==> src/design/ccg_front.sv <==
// ----------------------------------------------------------------------------
// ccg_front: input stage and command queue
// Registers input beats into a small FIFO so the back end stalls on its own.
// ----------------------------------------------------------------------------
`default_nettype none
module ccg_front #(
    parameter int W     = 24,
    parameter int DEPTH = 2
) (
    input  wire logic         aclk,
    input  wire logic         aresetn,
    input  wire logic         in_valid,
    output logic              in_ready,
    input  wire logic [W-1:0] in_data,
    output logic              out_valid,
    input  wire logic         out_ready,
    output logic [W-1:0]      out_data
);
    localparam int AW = (DEPTH > 1) ? $clog2(DEPTH) : 1;

    logic [W-1:0]  mem_reg [DEPTH];
    logic [AW-1:0] wptr_reg, rptr_reg;
    logic [AW:0]   cnt_reg;
    logic          push, pop;

    assign in_ready  = (cnt_reg != (AW+1)'(DEPTH));
    assign out_valid = (cnt_reg != '0);
    assign out_data  = mem_reg[rptr_reg];
    assign push      = in_valid && in_ready;
    assign pop       = out_valid && out_ready;

    always_ff @(posedge aclk) begin
        if (push) begin
            mem_reg[wptr_reg] <= in_data;
        end
        if (!aresetn) begin
            wptr_reg <= '0;
            rptr_reg <= '0;
            cnt_reg  <= '0;
        end else begin
            if (push) begin
                wptr_reg <= (wptr_reg == AW'(DEPTH-1)) ? '0 : wptr_reg + 1'b1;
            end
            if (pop) begin
                rptr_reg <= (rptr_reg == AW'(DEPTH-1)) ? '0 : rptr_reg + 1'b1;
            end
            cnt_reg <= cnt_reg + (AW+1)'(push) - (AW+1)'(pop);
        end
    end
endmodule
`default_nettype wire

==> config.mk <==
export PLATFORM = sky130hd
export DESIGN_NAME = ccg_front
export DESIGN_NICKNAME = d
export VERILOG_FILES = /design/src/design/ccg_front.sv
export SDC_FILE = /design/constraint.sdc
export NUM_CORES = 1
export LEC_CHECK = 0
export ABC_AREA = 0
export BUFFER_PORTS_ARGS = -buffer_cell sky130_fd_sc_hd__clkbuf_2
export CORE_MARGIN = 2
export CORE_UTILIZATION = 30
export CTS_CLUSTER_DIAMETER = 150
export DETAILED_ROUTE_END_ITERATION = 6
export PLACE_DENSITY = 0.48
export SETUP_SLACK_MARGIN = 0.05
export SYNTH_ARGS = -nofsm -noshare
export SYNTH_HDL_FRONTEND = slang
export SYNTH_SLANG_ARGS = --single-unit
==> constraint.sdc <==
create_clock -name aclk -period 3.3 [get_ports aclk]
set_input_delay 0.495 -clock aclk [delete_from_list [all_inputs] [get_ports aclk]]
set_output_delay 0.495 -clock aclk [all_outputs]
set_load 0.005 [all_outputs]
==> impl_metrics.json, run 1 <==
{
  "status": "finished clean",
  "worstPathRequired_ns": 2.80,
  "synth_area_sq_um": 2000,
  "syn_to_final_growth_pct": 22.8,
  "path_delay_family": "buffers and inverters",
  "finalSetupViolCount": 0,
  "clock_sinks": 53,
  "min_path_type": "primary input to flop",
  "hold_viol": 0,
  "insertion_delay_ns": 0.29,
  "path_class": "flop to output pin",
  "power.leakage_nw": 0.941,
  "ant_nets": 0,
  "cts_setup_buffers": 0,
  "cts_buffers": 5,
  "r2r-start": "cnt_reg[0]",
  "gr-total-overflow": 0,
  "num_vias": 1068,
  "clk_pin_slew_worst_paths_ns": 0.09,
  "hold_buffers": 0,
  "grt_setup_unrepaired": "false",
  "seq_area_frac_synth_pct": 77.0,
  "fin_crit_sh_pct": 61.8,
  "antenna_found_initial": 0,
  "io_pins": 54,
  "drive_above_1_share_pct": 52.4,
  "fp.dieW_microns": 85.7,
  "critPathMaxStageDelay_ns": 0.41,
  "fin_util_pct": 38.5,
  "largest_reg_flops": 48,
  "fin_worst_skew_ns": 0.00262,
  "synth_area_leaders": "edfxtp_1 (72%), mux2_2 (13%), dfxtp_1 (5.0%)",
  "hold_ws_ns": 0.387,
  "gp_congestion": 0.742,
  "die_height_microns": 85.7,
  "grt_use_total_pct": 9.53,
  "worstSetupStartpointType": "flop",
  "worst_slew_pin_slew_ns": 0.966,
  "rr_worst_depth": 3,
  "dr.pass1.iters": 4,
  "drv_slew": 0,
  "port_buffers": 53,
  "clockBufferDepth": 2,
  "ir_drop_mv": 0.367,
  "synth.top_cell.area_share_pct": 72.0,
  "syn_nets": 133,
  "pwr_density_cell_nw_per_um2": 649,
  "yosys.area.top_type": "edfxtp_1",
  "rrSetupSlack_ns": 1.44,
  "period_needed_ns": 2.04,
  "die_area_sq_um": 7340,
  "path_cells": "buf_4, mux2_2, clkbuf_2",
  "whs_endpoint": "mem_reg[0][12]",
  "drv_cap": 0,
  "cp_slowest_cell": "dfxtp_1",
  "critical_path_buf_inv_count": 2,
  "nNetsFinal": 192,
  "vias_per_cell": 4.43,
  "start_util_pct": 31.3,
  "r2r-end": "mem_reg[0][23]",
  "grt_pass1_vias": 1131,
  "max_freq_ghz": 0.490,
  "fin_tns_setup_ns": 0,
  "whs_path_depth": 1,
  "grt_pass1_wl_microns": 5310,
  "worstPathMaxFanout": 21,
  "cts.root.buffer_cell": "clkbuf_8",
  "grt_max_degree": 25,
  "ys_seq_elements": 53,
  "totalWireLength_microns": 3340,
  "routedWlPerCell_microns": 13.9,
  "drc": 0,
  "cts_resized": 0,
  "yosysUniqueCellTypes": 24,
  "ys_warn_count": 0,
  "cp.arrival_ns": 1.54,
  "syn_inst": 104,
  "hold_start": "in_data[12]",
  "relSlewSlack_pct": 35.6,
  "drt_iter0_markers": 39,
  "fp-row-count": 29,
  "cts_tree": "built",
  "synth.avg_cell_area_sq_um": 19.2,
  "core_sq_um": 6390,
  "htree_num_levels": 2,
  "end_kind": "output pin",
  "dp_hpwl_microns": 2300,
  "diodes": 0
}
==> how the worst max path moves through the flow <==
stage                               end  slack, ns  depth (start not counted)
after floorplan           mem_reg[1][0]       1.65                          2
after global placement    mem_reg[0][5]       1.43                          3
after detailed placement  mem_reg[0][6]       1.36                          3
after CTS                  out_data[14]       1.21                          3
after global routing       out_data[14]       1.17                          3
final                      out_data[14]       1.26                          3
==> through the flow <==
step	total power, mW	instance area [sq um]	setup WS, ns	cells
floorplan	1.07	2000	1.65	104
global placement	1.20	2350	1.43	233
detailed placement	1.21	2350	1.36	233
CTS	1.63	2460	1.21	241
global route	1.69	2460	1.17	241
finish	1.60	2460	1.26	241
==> final cells by class <==
class	instances	area, sq um
fillers	603	3930
flip-flops and latches	53	1540
multi-input cells	47	429
repair buffers	55	280
well taps	77	96.3
clock buffers	6	72.6
clock inverters	2	33.8
inverters	1	3.75
==> cells in the final DEF, fill, tap and decap left out, drive strengths merged <==
cell and instances:
xnor2 1, clkbuf 59, dfxtp 5, or2 1, inv 1, bufinv 1
nor2b 1, mux2i 1, ha 1, a21bo 2, nand2 1, a32oi 1
mux2 24, nand2b 2, buf 2, nand3b 1, and2 3, clkinv 1
edfxtp 48, o21ai 2, a21boi 1, nand3 1, and3 1, a211oi 1
nor2 2
==> cells by family after synthesis <==
group                      count (synthesis)  share of synthesized area [%]
muxes                                     25                           14.0
and+or+nand+nor                           13                           3.69
AOI/OAI and AO/OA                          7                           2.69
DFF                                       53                           77.0
xor gates and xnor gates                   1                          0.438
buffers and inverters                      4                           1.56
adders and majority gates                  1                          0.625
==> power breakdown <==
group | internal, mW | switching (mW) | leakage [nW] | total [mW]
logic | 0.180 | 0.156 | 0.398 | 0.336
clock network | 0.224 | 0.187 | 0.0528 | 0.410
registers | 0.818 | 0.0319 | 0.490 | 0.850
==> synth_stat cells <==
| library cell | count |
|---|---|
| buf_2 | 1 |
| a21bo_1 | 2 |
| nand3_1 | 1 |
| ha_1 | 1 |
| nor2_1 | 2 |
| or2_2 | 1 |
| a21boi_1 | 1 |
| buf_6 | 2 |
| dfxtp_1 | 5 |
| inv_1 | 1 |
| nand3b_1 | 1 |
| nor2b_1 | 1 |
| xnor2_1 | 1 |
| mux2_2 | 24 |
| and2_1 | 3 |
| nand2_1 | 1 |
| o21ai_1 | 1 |
| nand2b_1 | 2 |
| and3_1 | 1 |
| a211oi_1 | 1 |
| mux2i_1 | 1 |
| a32oi_1 | 1 |
| o21ai_0 | 1 |
| edfxtp_1 | 48 |
==> routing by layer <==
metal | track usage, % | part of all wire, %
met5 | 0 | 0
met4 | 3.46 | 1.4
met3 | 4.04 | 6.3
met2 | 16.4 | 50
met1 | 10.5 | 42
Note: power is estimated with default switching activity, not from simulation.
==> inputs of run 2 (changes only) <==
Settings changed: PLACE_DENSITY 0.48 to 0.49.
Clock period 3.3 ns to 1.7 ns, I/O delays scaled along.
==> impl_metrics.json, run 2 (synthesis results as in run 1) <==
{
  "htree_num_levels": 2,
  "worst_slew_pin_slew_ns": 0.245,
  "drv_cap": 0,
  "pwr-share-seq_pct": 51.3,
  "pwr-share-comb_pct": 22.9,
  "ant_nets": 0,
  "gp_congestion": 0.709,
  "drc": 0,
  "relSlewSlack_pct": 83.7,
  "clk_pin_slew_worst_paths_ns": 0.10,
  "power.leakage_nw": 0.970,
  "hold_ws_ns": 0.131,
  "die_height_microns": 85.7,
  "p_total_mw": 3.23,
  "p_sw_mw": 0.795,
  "grt_max_degree": 25,
  "finalSetupViolCount": 0,
  "hold_viol": 0,
  "vias_per_cell": 4.48,
  "start_util_pct": 31.3,
  "dr.pass1.iters": 4,
  "gr-total-overflow": 0,
  "period_needed_ns": 1.57,
  "mostFrequentLayoutCell": "clkbuf_2",
  "cts_tree": "built",
  "worstPathRequired_ns": 1.44,
  "min_path_type": "primary input to flop",
  "internal_power_mw": 2.44,
  "antenna_found_initial": 0,
  "fp-row-count": 29,
  "ir_drop_mv": 0.512,
  "cp.arrival_ns": 1.32,
  "pwr-share-clk_pct": 25.8,
  "fp.dieW_microns": 85.7,
  "syn_to_final_growth_pct": 26.2,
  "core_sq_um": 6390,
  "grt_setup_unrepaired": "false",
  "io_pins": 54,
  "drv_slew": 0,
  "pwr_density_cell_nw_per_um2": 1280,
  "cts_setup_buffers": 0,
  "max_freq_ghz": 0.636,
  "insertion_delay_ns": 0.31,
  "die_area_sq_um": 7340,
  "grt_pass1_vias": 1161,
  "cts.root.buffer_cell": "clkbuf_8",
  "totalWireLength_microns": 3690,
  "largest_reg_flops": 48,
  "diodes": 0,
  "fin_crit_sh_pct": 92.5,
  "p_sw_share_pct": 24.6,
  "worstSetupStartpointType": "flop",
  "clock_sinks": 53,
  "drive_above_1_share_pct": 55.4,
  "drt_iter0_markers": 25,
  "grt_use_total_pct": 10.3,
  "grt_pass1_wl_microns": 5700,
  "fin_worst_skew_ns": 0.00707,
  "end_kind": "output pin",
  "worstPathMaxFanout": 12,
  "fillers": 590,
  "status": "finished clean",
  "mostFrequentLayoutCells": "clkbuf_2 (53), edfxtp_1 (48), mux2_2 (24)",
  "routedWlPerCell_microns": 15.1,
  "clockBufferDepth": 2,
  "dp_hpwl_microns": 2470,
  "cts_buffers": 5,
  "num_vias": 1098,
  "port_buffers": 53,
  "nNetsFinal": 196,
  "fin_tns_setup_ns": 0,
  "path_class": "flop to output pin"
}
==> run 2: repair_timing <==
item	4_1_cts	5_1_grt
endpoints found under the setup margin	0	20
hold buffers	0	0
resized for setup	0	2
==> run 2: per-layer routing <==
metal / global-route usage (%) / share of wire, % / vias to the layer above / wire [microns]
met5: 0 / 0 / - / 0
met4: 3.03 / 1.2 / 0 / 46
met3: 3.95 / 6.4 / 6 / 238
met2: 18.3 / 52 / 34 / 1920
met1: 11.4 / 40 / 536 / 1490
li1: - / - / 522 / -
==> run 2: critical path, cell delays in order, from the launching register on <==
cell and delay, ns:
dfxtp_4 0.39, clkbuf_16 0.18, mux2_2 0.33, clkbuf_2 0.11
==> run 2: final timing paths <==
| path | from | end | slack, ns | cells after the start |
|---|---|---|---|---|
| worst max-delay path | flop | out_data[23] | 0.13 | 3 |
| worst min register to register | wptr_reg | wptr_reg | 0.57 | 2 |
| worst min-delay path | in_data[1] | mem_reg[1][1] | 0.13 | 1 |
| worst max register to register | cnt_reg[0] | mem_reg[1][7] | 0.30 | 3 |
==> run 2: stage by stage <==
stage | std cells | setup slack, ns | utilization [%] | instance area (sq um)
floorplan | 104 | 0.136 | - | 2000
finish | 245 | 0.127 | 39.6 | 2530
global route | 245 | 0.0747 | 39.6 | 2530
detailed placement | 236 | 0.299 | 37.4 | 2390
global placement | 236 | 0.369 | 37.4 | 2390
CTS | 244 | 0.0573 | 39.1 | 2500
==> run 2: power groups by stage <==
stage               Sequential, mW  Combinational [mW]  Clock [mW]
finish                        1.66               0.739       0.835
global route                  1.68               0.806       0.917
CTS                           1.65               0.718       0.861
detailed placement            1.68               0.715           0
global placement              1.66               0.697           0
floorplan                     1.66               0.430           0
==> run 2: final cells by class <==
| cell class | count | area [sq um] | share of cell area, % |
|---|---|---|---|
| clock buffer | 5 | 68.8 | 2.72 |
| inverter | 1 | 3.75 | 0.149 |
| tap | 77 | 96.3 | 3.81 |
| clock inverter | 3 | 41.3 | 1.63 |
| timing repair buffer | 59 | 340 | 13.5 |
| multi-input combinational | 47 | 430 | 17.0 |
| sequential | 53 | 1550 | 61.2 |
